<file path="src/tevq_pkg.sv">
// shared types and constants of the timed event release queue
package tevq_pkg;

  localparam int unsigned MAX_OUT = 16;

  localparam logic [1:0] REQ_ADD   = 2'd0;
  localparam logic [1:0] REQ_TICK  = 2'd1;
  localparam logic [1:0] REQ_START = 2'd2;

  localparam logic KIND_RELEASE = 1'b0;
  localparam logic KIND_REJECT  = 1'b1;

  typedef enum logic [1:0] {
    OP_ADD   = 2'd0,
    OP_TICK  = 2'd1,
    OP_START = 2'd2
  } op_t;

  typedef struct packed {
    op_t         op;
    logic [15:0] id;
    logic [31:0] start_time;
    logic [30:0] elapsed;
  } cmd_t;

endpackage

</file>
<file path="src/tevq_ram.sv">
// generic single write port ram with registered read
module tevq_ram #(
  parameter int unsigned WIDTH = 48,
  parameter int unsigned DEPTH = 16
) (
  input  logic                                   clk,
  input  logic                                   we,
  input  logic [((DEPTH > 1) ? $clog2(DEPTH) : 1)-1:0] waddr,
  input  logic [WIDTH-1:0]                       wdata,
  input  logic [((DEPTH > 1) ? $clog2(DEPTH) : 1)-1:0] raddr,
  output logic [WIDTH-1:0]                       rdata
);

  logic [WIDTH-1:0] mem [DEPTH];

  always_ff @(posedge clk) begin
    if (we) begin
      mem[waddr] <= wdata;
    end
    rdata <= mem[raddr];
  end

endmodule

</file>
<file path="src/tevq_front.sv">
// front end: accepts requests, classifies them and queues commands
module tevq_front (
  input  logic              clk,
  input  logic              rst_n,
  input  logic              in_tvalid,
  output logic              in_tready,
  input  logic [79:0]       in_tdata,
  input  logic [1:0]        in_tuser,
  output logic              cmd_valid,
  output tevq_pkg::cmd_t    cmd,
  input  logic              cmd_pop
);

  tevq_pkg::cmd_t q_r [2];
  logic           wr_ptr_r, wr_ptr_nxt;
  logic           rd_ptr_r, rd_ptr_nxt;
  logic [1:0]     count_r, count_nxt;
  logic           push;
  logic           do_pop;
  tevq_pkg::cmd_t new_cmd;

  assign in_tready = (count_r != 2'd2);
  assign cmd_valid = (count_r != 2'd0);
  assign cmd       = q_r[rd_ptr_r];
  assign do_pop    = cmd_pop && cmd_valid;

  always_comb begin
    push               = 1'b0;
    new_cmd.op         = tevq_pkg::OP_ADD;
    new_cmd.id         = in_tdata[15:0];
    new_cmd.start_time = in_tdata[47:16];
    new_cmd.elapsed    = in_tdata[78:48];
    unique case (in_tuser)
      tevq_pkg::REQ_ADD: begin
        push       = in_tvalid && in_tready;
        new_cmd.op = tevq_pkg::OP_ADD;
      end
      tevq_pkg::REQ_TICK: begin
        push       = in_tvalid && in_tready;
        new_cmd.op = tevq_pkg::OP_TICK;
      end
      tevq_pkg::REQ_START: begin
        push       = in_tvalid && in_tready;
        new_cmd.op = tevq_pkg::OP_START;
      end
      default: begin
        push = 1'b0;
      end
    endcase
  end

  always_comb begin
    wr_ptr_nxt = push ? ~wr_ptr_r : wr_ptr_r;
    rd_ptr_nxt = do_pop ? ~rd_ptr_r : rd_ptr_r;
    count_nxt  = count_r + 2'(push) - 2'(do_pop);
  end

  always_ff @(posedge clk) begin
    if (!rst_n) begin
      wr_ptr_r <= 1'b0;
      rd_ptr_r <= 1'b0;
      count_r  <= 2'd0;
    end else begin
      wr_ptr_r <= wr_ptr_nxt;
      rd_ptr_r <= rd_ptr_nxt;
      count_r  <= count_nxt;
    end
  end

  always_ff @(posedge clk) begin
    if (push) begin
      q_r[wr_ptr_r] <= new_cmd;
    end
  end

endmodule

</file>
<file path="src/tevq_back.sv">
// back end: event queue, running time, release sequencer and output register
module tevq_back #(
  parameter int unsigned DEPTH = 16
) (
  input  logic           clk,
  input  logic           rst_n,
  input  logic           cmd_valid,
  input  tevq_pkg::cmd_t cmd,
  output logic           cmd_pop,
  output logic           out_tvalid,
  input  logic           out_tready,
  output logic [15:0]    out_tdata,
  output logic           out_tlast,
  output logic [0:0]     out_tuser
);

  localparam int unsigned AW = (DEPTH > 1) ? $clog2(DEPTH) : 1;
  localparam int unsigned CW = $clog2(DEPTH + 1);
  localparam int unsigned NW = $clog2(tevq_pkg::MAX_OUT + 1);

  typedef enum logic [3:0] {
    ST_IDLE   = 4'b0001,
    ST_READ   = 4'b0010,
    ST_CHECK  = 4'b0100,
    ST_FINISH = 4'b1000
  } state_t;

  state_t      state_r, state_nxt;
  logic [AW-1:0] head_r, head_nxt;
  logic [AW-1:0] tail_r, tail_nxt;
  logic [CW-1:0] fill_r, fill_nxt;
  logic [30:0] rt_r, rt_nxt;
  logic [NW-1:0] n_r, n_nxt;
  logic        pend_v_r, pend_v_nxt;
  logic [15:0] pend_id_r, pend_id_nxt;
  logic        out_valid_r, out_valid_nxt;
  logic [15:0] out_id_r;
  logic        out_kind_r;
  logic        out_last_r;

  logic        emit;
  logic [15:0] emit_id;
  logic        emit_kind;
  logic        emit_last;
  logic        out_free;
  logic        ram_we;
  logic [47:0] ram_rdata;
  logic [31:0] rd_time;
  logic [15:0] rd_id;
  logic [31:0] tick_sum;
  logic        time_lt;

  tevq_ram #(
    .WIDTH(48),
    .DEPTH(DEPTH)
  ) u_ram (
    .clk  (clk),
    .we   (ram_we),
    .waddr(tail_r),
    .wdata({cmd.start_time, cmd.id}),
    .raddr(head_r),
    .rdata(ram_rdata)
  );

  assign rd_time  = ram_rdata[47:16];
  assign rd_id    = ram_rdata[15:0];
  assign time_lt  = rd_time[31] || (rd_time[30:0] < rt_r);
  assign tick_sum = {1'b0, rt_r} + {1'b0, cmd.elapsed};
  assign out_free = !out_valid_r || out_tready;

  assign out_tvalid   = out_valid_r;
  assign out_tdata    = out_id_r;
  assign out_tlast    = out_last_r;
  assign out_tuser[0] = out_kind_r;

  always_comb begin
    state_nxt   = state_r;
    head_nxt    = head_r;
    tail_nxt    = tail_r;
    fill_nxt    = fill_r;
    rt_nxt      = rt_r;
    n_nxt       = n_r;
    pend_v_nxt  = pend_v_r;
    pend_id_nxt = pend_id_r;
    cmd_pop     = 1'b0;
    ram_we      = 1'b0;
    emit        = 1'b0;
    emit_id     = pend_id_r;
    emit_kind   = tevq_pkg::KIND_RELEASE;
    emit_last   = 1'b0;
    unique case (state_r)
      ST_IDLE: begin
        if (cmd_valid) begin
          unique case (cmd.op)
            tevq_pkg::OP_ADD: begin
              if (fill_r == CW'(DEPTH)) begin
                if (out_free) begin
                  emit      = 1'b1;
                  emit_id   = cmd.id;
                  emit_kind = tevq_pkg::KIND_REJECT;
                  emit_last = 1'b1;
                  cmd_pop   = 1'b1;
                end
              end else begin
                ram_we   = 1'b1;
                tail_nxt = (tail_r == AW'(DEPTH - 1)) ? '0 : tail_r + AW'(1);
                fill_nxt = fill_r + CW'(1);
                cmd_pop  = 1'b1;
              end
            end
            tevq_pkg::OP_START: begin
              rt_nxt  = '0;
              cmd_pop = 1'b1;
            end
            tevq_pkg::OP_TICK: begin
              rt_nxt     = tick_sum[31] ? '1 : tick_sum[30:0];
              n_nxt      = '0;
              pend_v_nxt = 1'b0;
              cmd_pop    = 1'b1;
              state_nxt  = ST_READ;
            end
            default: begin
              cmd_pop = 1'b1;
            end
          endcase
        end
      end
      ST_READ: begin
        if ((fill_r == '0) || (n_r == NW'(tevq_pkg::MAX_OUT))) begin
          state_nxt = ST_FINISH;
        end else begin
          state_nxt = ST_CHECK;
        end
      end
      ST_CHECK: begin
        if (!time_lt) begin
          state_nxt = ST_FINISH;
        end else if (rd_time[31]) begin
          head_nxt  = (head_r == AW'(DEPTH - 1)) ? '0 : head_r + AW'(1);
          fill_nxt  = fill_r - CW'(1);
          state_nxt = ST_READ;
        end else if (!pend_v_r || out_free) begin
          head_nxt    = (head_r == AW'(DEPTH - 1)) ? '0 : head_r + AW'(1);
          fill_nxt    = fill_r - CW'(1);
          emit        = pend_v_r;
          pend_v_nxt  = 1'b1;
          pend_id_nxt = rd_id;
          n_nxt       = n_r + NW'(1);
          state_nxt   = ST_READ;
        end
      end
      ST_FINISH: begin
        if (!pend_v_r) begin
          state_nxt = ST_IDLE;
        end else if (out_free) begin
          emit       = 1'b1;
          emit_last  = 1'b1;
          pend_v_nxt = 1'b0;
          state_nxt  = ST_IDLE;
        end
      end
      default: begin
        state_nxt = ST_IDLE;
      end
    endcase
  end

  always_comb begin
    if (emit) begin
      out_valid_nxt = 1'b1;
    end else if (out_tready) begin
      out_valid_nxt = 1'b0;
    end else begin
      out_valid_nxt = out_valid_r;
    end
  end

  always_ff @(posedge clk) begin
    if (!rst_n) begin
      state_r     <= ST_IDLE;
      head_r      <= '0;
      tail_r      <= '0;
      fill_r      <= '0;
      rt_r        <= '0;
      n_r         <= '0;
      pend_v_r    <= 1'b0;
      out_valid_r <= 1'b0;
    end else begin
      state_r     <= state_nxt;
      head_r      <= head_nxt;
      tail_r      <= tail_nxt;
      fill_r      <= fill_nxt;
      rt_r        <= rt_nxt;
      n_r         <= n_nxt;
      pend_v_r    <= pend_v_nxt;
      out_valid_r <= out_valid_nxt;
    end
  end

  always_ff @(posedge clk) begin
    pend_id_r <= pend_id_nxt;
    if (emit) begin
      out_id_r   <= emit_id;
      out_kind_r <= emit_kind;
      out_last_r <= emit_last;
    end
  end

endmodule

</file>
<file path="src/timed_event_release_queue_top.sv">
// top level of the timed event release queue
// A FIFO of up to DEPTH events (16-bit handle, signed Q24.8 start time) in request
// order. An add request appends an event or, when full, answers with one rejected
// result (tuser 1, tlast 1). A start request zeroes the running time. A tick request
// adds the elapsed time (saturating at 0x7FFFFFFF) and pops every front event whose
// start time is strictly below the running time, up to 16 releases per tick; events
// with a negative start time are dropped without a result, and the final release
// carries tlast. A two-entry command queue sits between request intake and the
// executing back end, so requests are taken while the back end is busy. In the back
// end, add and start are handled in the idle state; a tick steps through a read and a
// check state per front entry examined, the read state covering the registered
// read port of the event memory, and ends in a finish state; results leave through
// an output register and the sequencer waits while it is occupied.
module timed_event_release_queue_top #(
  parameter int unsigned DEPTH = 16
) (
  input  logic        clk,
  input  logic        rst_n,
  input  logic        in_tvalid,
  output logic        in_tready,
  input  logic [79:0] in_tdata,   // event_id, start_time, elapsed, zero pad
  input  logic [1:0]  in_tuser,   // req_type
  output logic        out_tvalid,
  input  logic        out_tready,
  output logic [15:0] out_tdata,  // released_id
  output logic        out_tlast,
  output logic [0:0]  out_tuser   // kind
);

  logic           cmd_valid;
  logic           cmd_pop;
  tevq_pkg::cmd_t cmd;

  tevq_front u_front (
    .clk      (clk),
    .rst_n    (rst_n),
    .in_tvalid(in_tvalid),
    .in_tready(in_tready),
    .in_tdata (in_tdata),
    .in_tuser (in_tuser),
    .cmd_valid(cmd_valid),
    .cmd      (cmd),
    .cmd_pop  (cmd_pop)
  );

  tevq_back #(
    .DEPTH(DEPTH)
  ) u_back (
    .clk       (clk),
    .rst_n     (rst_n),
    .cmd_valid (cmd_valid),
    .cmd       (cmd),
    .cmd_pop   (cmd_pop),
    .out_tvalid(out_tvalid),
    .out_tready(out_tready),
    .out_tdata (out_tdata),
    .out_tlast (out_tlast),
    .out_tuser (out_tuser)
  );

endmodule

</file>
<file path="config.mk">
export PLATFORM = sky130hd
export DESIGN_NAME = timed_event_release_queue_top
export DESIGN_NICKNAME = d
export VERILOG_FILES = /design/src/tevq_pkg.sv /design/src/tevq_ram.sv /design/src/tevq_front.sv /design/src/tevq_back.sv /design/src/timed_event_release_queue_top.sv
export SDC_FILE = /design/constraint.sdc
export NUM_CORES = 1
export LEC_CHECK = 0
export BUFFER_PORTS_ARGS = -buffer_cell sky130_fd_sc_hd__clkbuf_2
export CAP_MARGIN = 20
export CORE_MARGIN = 2
export CORE_UTILIZATION = 49
export CTS_CLUSTER_DIAMETER = 60
export DETAILED_ROUTE_END_ITERATION = 10
export GPL_TIMING_DRIVEN = 0
export PLACE_DENSITY_LB_ADDON = 0.3
export SYNTH_ARGS = -nofsm -noshare
export SYNTH_HDL_FRONTEND = slang
export SYNTH_SLANG_ARGS = --single-unit
</file>
<file path="constraint.sdc">
create_clock -name clk -period 7.4 [get_ports clk]
set_input_delay 0.74 -clock clk [delete_from_list [all_inputs] [get_ports clk]]
set_output_delay 0.74 -clock clk [all_outputs]
set_load 0.01 [all_outputs]
</file>
; Word level (Yosys, flattened, before mapping)
; Memories as Yosys holds them, arrays and structs flattened. A register that Yosys moved wholly into a read port is not among the register bits.
; Cells that the tools add are included.
[totals]
elab_cells = 148
register_bits = 93
mem_count = 2
output_inout_bits = 20
ramBits = 930
input_bits = 86
[op_classes]
reduce_logical = 26
n_addsub = 8
order_cmp = 1
bitwise = 4
eq_ne = 23
muxes = 69
[mem_list]
columns = name, words, word_bits, read_ports, rd_clocked_by_memory_dff, write_ports, line_no
row1 = u_back.u_ram.mem, 16, 48, 1, 1, 1, tevq_ram.sv:14  ; logic [WIDTH-1:0] mem [DEPTH];
row2 = u_front.q_r, 2, 81, 1, 1, 1, tevq_front.sv:14  ; tevq_pkg::cmd_t q_r [2];
[op_table]
columns = cell, n
row1 = two-way mux 16 bit, 5
row2 = one-hot mux 31 bit (2 select lines), 1
row3 = two-way mux 5 bit, 11
row4 = two-way mux 4 bit, 12
row5 = adder 31 x 31 -> 32 bit, 1
row6 = two-way mux 1 bit, 32
row7 = < comparator 31 bit, 1
row8 = two-way mux 31 bit, 1
row9 = one-hot mux 5 bit (2 select lines), 2
row10 = AND reduction 6 bit, 3
row11 = one-hot mux 4 bit (4 select lines), 1
row12 = "== test 4 bit, second input constant", 3
row13 = "inequality test 2 bit, second input constant", 6
row14 = AND reduction 4 bit, 3
row15 = "adder 5 x 1 -> 5 bit, second input constant", 2
row16 = "== test 5 bit, second input constant", 2
row17 = nonzero test 2 bit, 5
row18 = "adder 4 x 1 -> 4 bit, second input constant", 2
row19 = one-hot mux 1 bit (3 select lines), 2
row20 = AND reduction 3 bit, 2
row21 = zero test 5 bit, 1
row22 = "subtractor 5 x 1 -> 5 bit, second input constant", 1
row23 = "== test 2 x 1 -> 1 bit, second input constant", 2
row24 = "== test 2 bit, second input constant", 2
row25 = 18 further kinds, 28

; Depth between registers and ports, before layout
; Gate-level depths: netlist (run 1).
[logic_depth]
depth_word = 10
depth_mapped = 16
depth_no_buf = 13

; By module
; From an unflattened synthesis (run 1), not the netlist that was laid out.
[unflattened]
cells_unflattened = 2209
area_unflattened_um2 = 42019.0
[modules_own_cells]
columns = mod, instances, cells_per_inst, seq_area_each_um2, area_per_inst_um2
row1 = tevq_ram, 1, 1242, 24023.0, 29694.7
row2 = tevq_back, 1, 682, 2122.0, 6200.9
row3 = tevq_front, 1, 285, 4964.8, 6123.4

; Worst setup path after synthesis (run 1)
; OpenSTA, ideal clock, no wires.
[synth_timing]
path_type = register to register
start = reg (tool-made name)
end = mem u_back.u_ram.mem[3][0], enable pin
stages_incl_launch_ff = 10
period_less_slack_ps = 6015
t_arrival_ps = 5502
setup_ps = 513
slack_ps = 1385
required_ps = 6887
n_path_buf = 4
path_cell_list = dfxtp_1 > clkbuf_1 > buf_1 > clkbuf_1 > mux2i_1 > ha_1 > and3_1 > buf_2 > nand2_1 > nor3_1
[synth_rtl]
columns = element, line_no
row1 = "end, declared", tevq_ram.sv:14

==> results of run 1 <==
==> cell usage in the layout, fill, tap and decap left out, drive strengths merged, types with 5 or more instances in the layout <==
cell type  netlist  layout
nor2b           14      14
ha              75      75
a21oi           54      54
xor2            17      17
clkbuf          57     317
xnor2           19      19
mux2            94      94
nand2b           6       6
edfxtp         964     964
nand3           18      18
nand4           12      12
bufinv           0       5
inv             53      54
buf             35     104
a31oi           11      11
o211ai           7       7
o21a             6       6
mux2i           12      12
a21o            24      24
and3             9       9
nand2           76      76
mux4           240     240
o21ai           55      55
nor2            82      82
o31ai            5       5
dfxtp          108     108
clkinv           0      32
nor3             8       8
==> layout make-up <==
class | count | area share, %
Antenna cell | 1 | 0.00514
Clock buffer | 156 | 6.21
Buffer | 92 | 0.815
Inverter | 53 | 0.409
Timing Repair Buffer | 173 | 3.42
Tap cell | 1144 | 2.94
Sequential cell | 1072 | 63.9
Multi-Input combinational cell | 899 | 21.5
Clock inverter | 41 | 0.771
==> state kept, by name (all words and copies together), names as in the netlist, named ones only <==
name	count
u_back.fill_r	5
u_back.head_r	4
u_back.n_r	5
u_back.out_tdata	16
u_back.out_tlast	1
u_back.out_tuser	1
u_back.out_tvalid	1
u_back.pend_id_r	16
u_back.pend_v_r	1
u_back.rt_r	31
u_back.state_r	4
u_back.tail_r	4
u_back.u_ram.mem	768
u_back.u_ram.rdata	48
u_front.count_r	2
u_front.q_r	162
u_front.rd_ptr_r	1
u_front.wr_ptr_r	1
==> cell families after synthesis <==
logic type / count (synthesis)
AO/OA/AOI/OAI: 196
multiplexers: 346
XOR/XNOR: 36
AND/OR/NAND/NOR: 244
adder cells (fa/ha/maj): 77
buffers and inverters: 145
flip-flops: 1072
==> per-layer routing <==
layer  up-vias  GRT usage [%]  share of wire [%]
met4         0           5.92                2.1
met3       146           3.56                6.4
met5         -              0                  0
li1       9158              -                  -
met2       761           35.9                 49
met1     11100           30.2                 42
==> metrics by stage <==
step	hold WS, ps	setup TNS (ps)
2_1_floorplan	386	0
3_3_place_gp	391	-2045360
3_5_place_dp	390	0
4_1_cts	228	0
5_1_grt	245	0
6_report	262	0
==> path summary, 6_finish.rpt <==
| check | startpoint | depth (start not counted) | end | slack, ps |
|---|---|---|---|---|
| max reg2reg | flop | 13 | u_back.u_ram.mem[0][2]$_DFFE_PP_ | 2290 |
| max | flop | 13 | u_back.u_ram.mem[0][2]$_DFFE_PP_ | 2290 |
| min | in_tdata[17] | 1 | u_front.q_r[0][32]$_DFFE_PP_ | 260 |
| min reg2reg | u_back.u_ram.rdata[1]$_DFF_P_ | 0 | u_back.pend_id_r[1]$_DFFE_PP_ | 400 |
==> power by group through the flow <==
stage          Combinational (W)  Sequential, W  Clock [W]
2_1_floorplan            0.00110        0.00737          0
6_report                 0.00169        0.00728    0.00518
3_5_place_dp             0.00169        0.00741          0
3_3_place_gp             0.00153        0.00744          0
4_1_cts                  0.00170        0.00728    0.00527
5_1_grt                  0.00187        0.00729    0.00550
==> critical path: cells and delay by family (launching register included) <==
family,cells,cell delay (ps)
DFF,1,310
and+or+nand+nor,3,1340
adders and majority gates,1,230
muxes,1,330
buffers and inverters,8,2570
==> qor.txt, run 1 <==
Post-Route WL: 95100 um
Post-DP Area: 45200 um^2
H-tree depth: 3
Post-synthesis sequential area ratio: 74.0%
Clock Skews: 21.6 ps
Largest stage delay on the critical path: 900 ps
Crit start category: flop
Sw Ratio: 23.9%
# DRC: 0
Number of hold buffers added after CTS: 0
Starting Density: 49.4%
Ys async rst share: 0%
Pin count of the biggest net entering global routing: 45
RSZ-0062 raised after global routing: false
Worst Tran Pin Value: 1120 ps
Worst VDD drop: 0.226 mV
Post-cts sizing count: 0
Most used DFF post-synth: edfxtp_1
Die X: 297 um
Hold Path Class: in -> reg
Pwr Density: 291 nW/um^2
Share of layout cells above drive strength 1: 28.7%
Final worst setup slack: 2290 ps
DRT iter0 DRCs: 2321
Worst slack, placed: 2150 ps
Synth Area per Inst: 19.9 um^2
Count of input and output buffers: 104
Final nets: 2559
CTS Buf Count: 105
Switching pwr: 0.00338 W
Internal power: 0.0108 W
CTS tree: done
Clk root buf: clkbuf_16
Largest family of logic cells by synthesized area: multiplexers
Design area: 48700 um^2
Synthesized flop and latch total: 1072
Worst skew pair latency: 660 ps
Final slew viol count: 0
Rel. slew slack: 24.5%
Vias in the first global route: 22100
WP data arrival: 5480 ps
Detail Placement HPWL: 63000 um
Via/cell ratio: 5.84
Post-Synth XOR/XNOR Area: 0.750%
Fmax: 196 MHz
CP required: 7770 ps
CP most frequent cell: buf_8
Worst path cell trace: clkbuf_1 > buf_1 > buf_8 > clkbuf_1 > mux2i_1 > ha_1 > and3_1 > buf_2 > nand2_1 > nor3_2 > buf_8 > buf_4 > buf_8
Status: finished, final reports clean
Final Core Density: 57.2%
Synthesized instance count: 2116
Post-Synth Simple-Gate Area: 2.79%
# rows: 107
Synth Area in Compound Gates: 3.07%
EDFF count, synth: 964
Multi-input combinational cell area: 10500 um^2
Syn. warnings: 0
CP max FO: 9
Post-synth top area share: 68.8%
Synth Area in Adders: 2.33%
Detailed-route via count: 21200
Synth area leaders: edfxtp_1, mux4_2, dfxtp_1
Clock power share: 36.6%
Setup bufs post-CTS: 0
CP max-delay cell: nor3_2
Cell count after placement: 3429
Comb pwr share: 12.0%
Layout overhead on the synthesized area: 15.7%
Die Y: 297 um
Fin. Hold Viols: 0
Drt wl/cell: 26.2 um
Part of the power in registers: 51.4%
Mapped Area: 42000 um^2
TritonCTS Sinks: 1072
Total GRT Usage: 21.7%
I/O pins: 106
Global-route wire length before repair: 141000 um
Reg clk slew, reported paths: 60 ps
Post-synthesis mux area share: 15.7%
Non-Filler Instances: 3631
Crit share post-route: 69.1%
Fillers: 6248
Synth unique cells: 72
Grt ovf: 0
Critical path endpoint category: flop
Yosys top cell by area: edfxtp_1
DR pass1 iterations: 5
Full die area: 88200 um^2
Fin crit period: 5110 ps
Most numerous cell in the Yosys netlist: edfxtp_1
Total power: 0.0141 W
Max Root-Sink Buffers: 3
WS Path Type: reg -> reg
Max-cap violations: 0
Global placement routability congestion: 0.872
Post-synth top cells: edfxtp_1, mux4_2, dfxtp_1
Antenna violations before repair: 1
Post-route ant nets: 0
Register area: 31100 um^2
Syn Nets: 2279
Final setup fails: 0
Core region area: 85100 um^2
Leak: 15.8 nW
Power figures use the tool's default switching activity.
==> run 2: changes to the inputs <==
ABC_AREA = 1   (was not set)
clock period = 4.5 ns   (was 7.4 ns; I/O delays follow)
==> run 2 against run 1 <==
  * Global-route usage rose by 3.3 points
  * Register-to-register slack lost 1900 ps
  * Clock skew rose by 35 ps
  * Final area up 5.2%
  * Synthesized cell count grew 63%
  * Sequential cell count unchanged
  * Die area is 5.0% higher
  * Combinational power rose by 88%
  * Via count grew 36%
  * Cell count is 39% higher
  * Sequential power grew 63%
  * Critical path type unchanged
  * Largest cell class unchanged
==> qor.txt, run 2 <==
Layout overhead on the synthesized area: 15.8% (about the same)
Reg clk slew, reported paths: 60 ps (about the same)
Final Core Density: 57.0% (-0.11 points)
Global placement routability congestion: 0.915 (+4.9%)
Synth area leaders: edfxtp_1, dfxtp_1, nor2_1
Fillers: 7226 (+16%)
Grt peak-use layer: met2
Leak: 17.7 nW (+12%)
Post-cts sizing count: 0 (unchanged)
Synth unique cells: 50 (-31%)
DRT iter0 DRCs: 3250 (+40%)
Pin count of the biggest net entering global routing: 31 (-31%)
CTS Buf Count: 108 (+2.9%)
Critical path capture point: u_back.u_ram.mem[2][29]$_DFFE_PP_
Post-synth top cells: edfxtp_1, nor2_1, nand2_1
CP required: 4870 ps (-2900 ps)
RSZ-0062 raised after global routing: false
Commonest non-fill, non-tap cell in the layout: edfxtp_1
H-tree depth: 3 (unchanged)
Detail Placement HPWL: 80800 um (+28%)
Clock Skews: 56.2 ps (+34.5 ps)
Most frequent cells in the layout: edfxtp_1, nor2_1, nand2_1
Reg2Reg Setup Slack: 370 ps (-1920 ps)
Largest register FFs: 768 (unchanged)
Largest stage delay on the critical path: 850 ps (-50 ps)
# rows: 110 (+2.8%)
CP most frequent cell: buf_2
Most numerous cell in the Yosys netlist: edfxtp_1
Synthesized instance count: 3446 (+63%)
I/O pins: 106 (unchanged)
Worst skew pair latency: 690 ps (+30 ps)
Total power: 0.0237 W (+67%)
Post-Route WL: 117000 um (+23%)
Max-cap violations: 0 (unchanged)
Fin crit period: 4130 ps (-977 ps)
Post-route ant nets: 0 (unchanged)
Internal power: 0.0176 W (+63%)
Reg2Reg Depth: 10 (-3)
Design area: 51200 um^2 (+5.2%)
Post-synth top area share: 65.5% (-3.3 points)
Count of input and output buffers: 104 (unchanged)
Starting Density: 49.2% (-0.13 points)
Full die area: 92600 um^2 (+5.0%)
Core region area: 89700 um^2 (+5.4%)
Vias in the first global route: 28100 (+27%)
Ys async rst share: 0% (unchanged)
Final slew viol count: 0 (unchanged)
Hold Path Class: in -> reg
Hold Path Depth: 1 (unchanged)
Comb pwr share: 13.4% (+1.4 points)
Drt wl/cell: 23.3 um (-11%)
Synthesized flop and latch total: 1072 (unchanged)
Most used DFF post-synth: edfxtp_1
# DRC: 0 (unchanged)
Diodes inserted: 0 (-1)
CTS tree: done
Final setup fails: 0 (unchanged)
DR pass1 iterations: 6 (+1)
Sw Ratio: 25.8% (+1.9 points)
Syn Nets: 3609 (+58%)
WP data arrival: 4510 ps (-970 ps)
Syn. warnings: 0 (unchanged)
Die X: 304 um (+2.5%)
M2 GR Usage: 39.7% (+3.8 points)
CP max FO: 25 (+16)
R2r endpoint: u_back.u_ram.mem[2][29]$_DFFE_PP_
Worst Tran Pin Value: 1150 ps (+36.7 ps)
Setup TNS: 0 ps (unchanged)
CP max-delay cell: nor2_4
Grt ovf: 0 (unchanged)
Fmax: 242 MHz (+24%)
Mapped Area: 44200 um^2 (+5.1%)
Worst path cell trace: buf_2 > buf_2 > buf_2 > mux2i_1 > ha_1 > nand3_1 > nor2_4 > nand2_1 > nor2_4 > buf_12
Most flop-heavy register: u_back.u_ram.mem
Detailed-route via count: 28700 (+36%)
Max Root-Sink Buffers: 3 (unchanged)
EDFF count, synth: 964 (unchanged)
Part of the power in registers: 50.2% (-1.2 points)
Post-DP Area: 47000 um^2 (+3.9%)
Yosys top cell by area: edfxtp_1
Rel. slew slack: 23.1% (-1.4 points)
Share of layout cells above drive strength 1: 14.2% (-15 points)
Switching pwr: 0.00610 W (+80%)
Clk root buf: clkbuf_16
Total GRT Usage: 25.0% (+3.3 points)
Synth Area per Inst: 12.8 um^2 (-35%)
Clock power share: 36.4% (-0.2 points)
TritonCTS Sinks: 1072 (unchanged)
Global-route wire length before repair: 173000 um (+22%)
Status: finished, final reports clean
Worst VDD drop: 0.308 mV (+36%)
Met3 GRT Util: 4.92% (+1.4 points)
Crit start category: flop
Via/cell ratio: 5.71 (-2.2%)
Final nets: 3932 (+54%)
WS Path Type: reg -> reg
Critical path endpoint category: flop
Post-synthesis sequential area ratio: 70.4% (-3.6 points)
Fin. Hold Viols: 0 (unchanged)
Pwr Density: 463 nW/um^2 (+59%)
Met1 Use GR: 33.9% (+3.7 points)
Die Y: 304 um (+2.5%)
Crit share post-route: 91.9% (+23 points)
Antenna violations before repair: 3 (+2)
Top Registers: u_back.u_ram.mem (768), u_front.q_r (162), u_back.u_ram.rdata (48)
[run 2: timing repair]
action                                  in CTS  in global routing
buffers inserted                             0                  0
hold endpoints to repair                   152                  0
hold buffers                                76                  0
endpoints found under the setup margin       0                  0
[run 2: power groups by stage]
stage / clock [W] / combinational (W) / sequential (W)
final: 0.00861 / 0.00318 / 0.0119
after global routing: 0.00909 / 0.00351 / 0.0119
after CTS: 0.00870 / 0.00318 / 0.0119
after detailed placement: 0 / 0.00311 / 0.0121
after global placement: 0 / 0.00294 / 0.0121
after floorplan: 0 / 0.00204 / 0.0121
[run 2: logic make-up (layout without fill, tap and decap cells)]
| logic type | count (synthesis) | after routing | share of synthesized area [%] |
|---|---|---|---|
| AO/OA/AOI/OAI | 516 | 516 | 7.93 |
| XOR/XNOR | 24 | 24 | 0.476 |
| adder cells (fa/ha/maj) | 77 | 77 | 2.21 |
| buffers and inverters | 395 | 807 | 3.75 |
| flip-flops | 1072 | 1072 | 70.4 |
| multiplexers | 171 | 171 | 4.14 |
| AND/OR/NAND/NOR | 1191 | 1191 | 11.1 |
[run 2: through the flow]
stage	hold slack, ps	setup WS (ps)	std cells
2_1_floorplan	386	226	3446
3_3_place_gp	387	-2660	4726
3_5_place_dp	389	262	4757
4_1_cts	4.97	304	5032
5_1_grt	19.1	122	5034
6_report	34.5	366	5034
[run 2: worst max-delay path, delay by kind of cell, from the launching register on]
family / cells / cell delay (ps)
adders and majority gates: 1 / 250
buffers and inverters: 4 / 1460
DFF: 1 / 310
muxes: 1 / 290
and+or+nand+nor: 4 / 1500
[run 2: area by class of cell]
| type | count | area [um^2] | share of cell area, % |
|---|---|---|---|
| Timing Repair Buffer | 213 | 1980 | 3.86 |
| Sequential cell | 1072 | 31100 | 60.8 |
| Clock inverter | 53 | 457 | 0.892 |
| Clock buffer | 146 | 2950 | 5.75 |
| Inverter | 226 | 848 | 1.66 |
| Tap cell | 1176 | 1470 | 2.87 |
| Multi-Input combinational cell | 1979 | 11600 | 22.6 |
| Buffer | 169 | 807 | 1.58 |
[run 2: layer usage]
metal	up-vias	share of wire [%]
met5	-	0.0077
met4	2	4.1
met3	213	8.9
met2	1337	46
met1	14100	41
li1	13100	-
[run 2: worst min path at each step]
stage	start	to	slack (ps)
2_1_floorplan	u_back.u_ram.rdata[0]$_DFF_P_	u_back.pend_id_r[0]$_DFFE_PP_	390
3_3_place_gp	u_back.u_ram.rdata[7]$_DFF_P_	u_back.pend_id_r[7]$_DFFE_PP_	390
3_5_place_dp	u_back.u_ram.rdata[6]$_DFF_P_	u_back.pend_id_r[6]$_DFFE_PP_	390
4_1_cts	in_tdata[69]	u_front.q_r[1][21]$_DFFE_PP_	5
5_1_grt	in_tdata[69]	u_front.q_r[1][21]$_DFFE_PP_	20
6_report	in_tdata[69]	u_front.q_r[1][21]$_DFFE_PP_	30
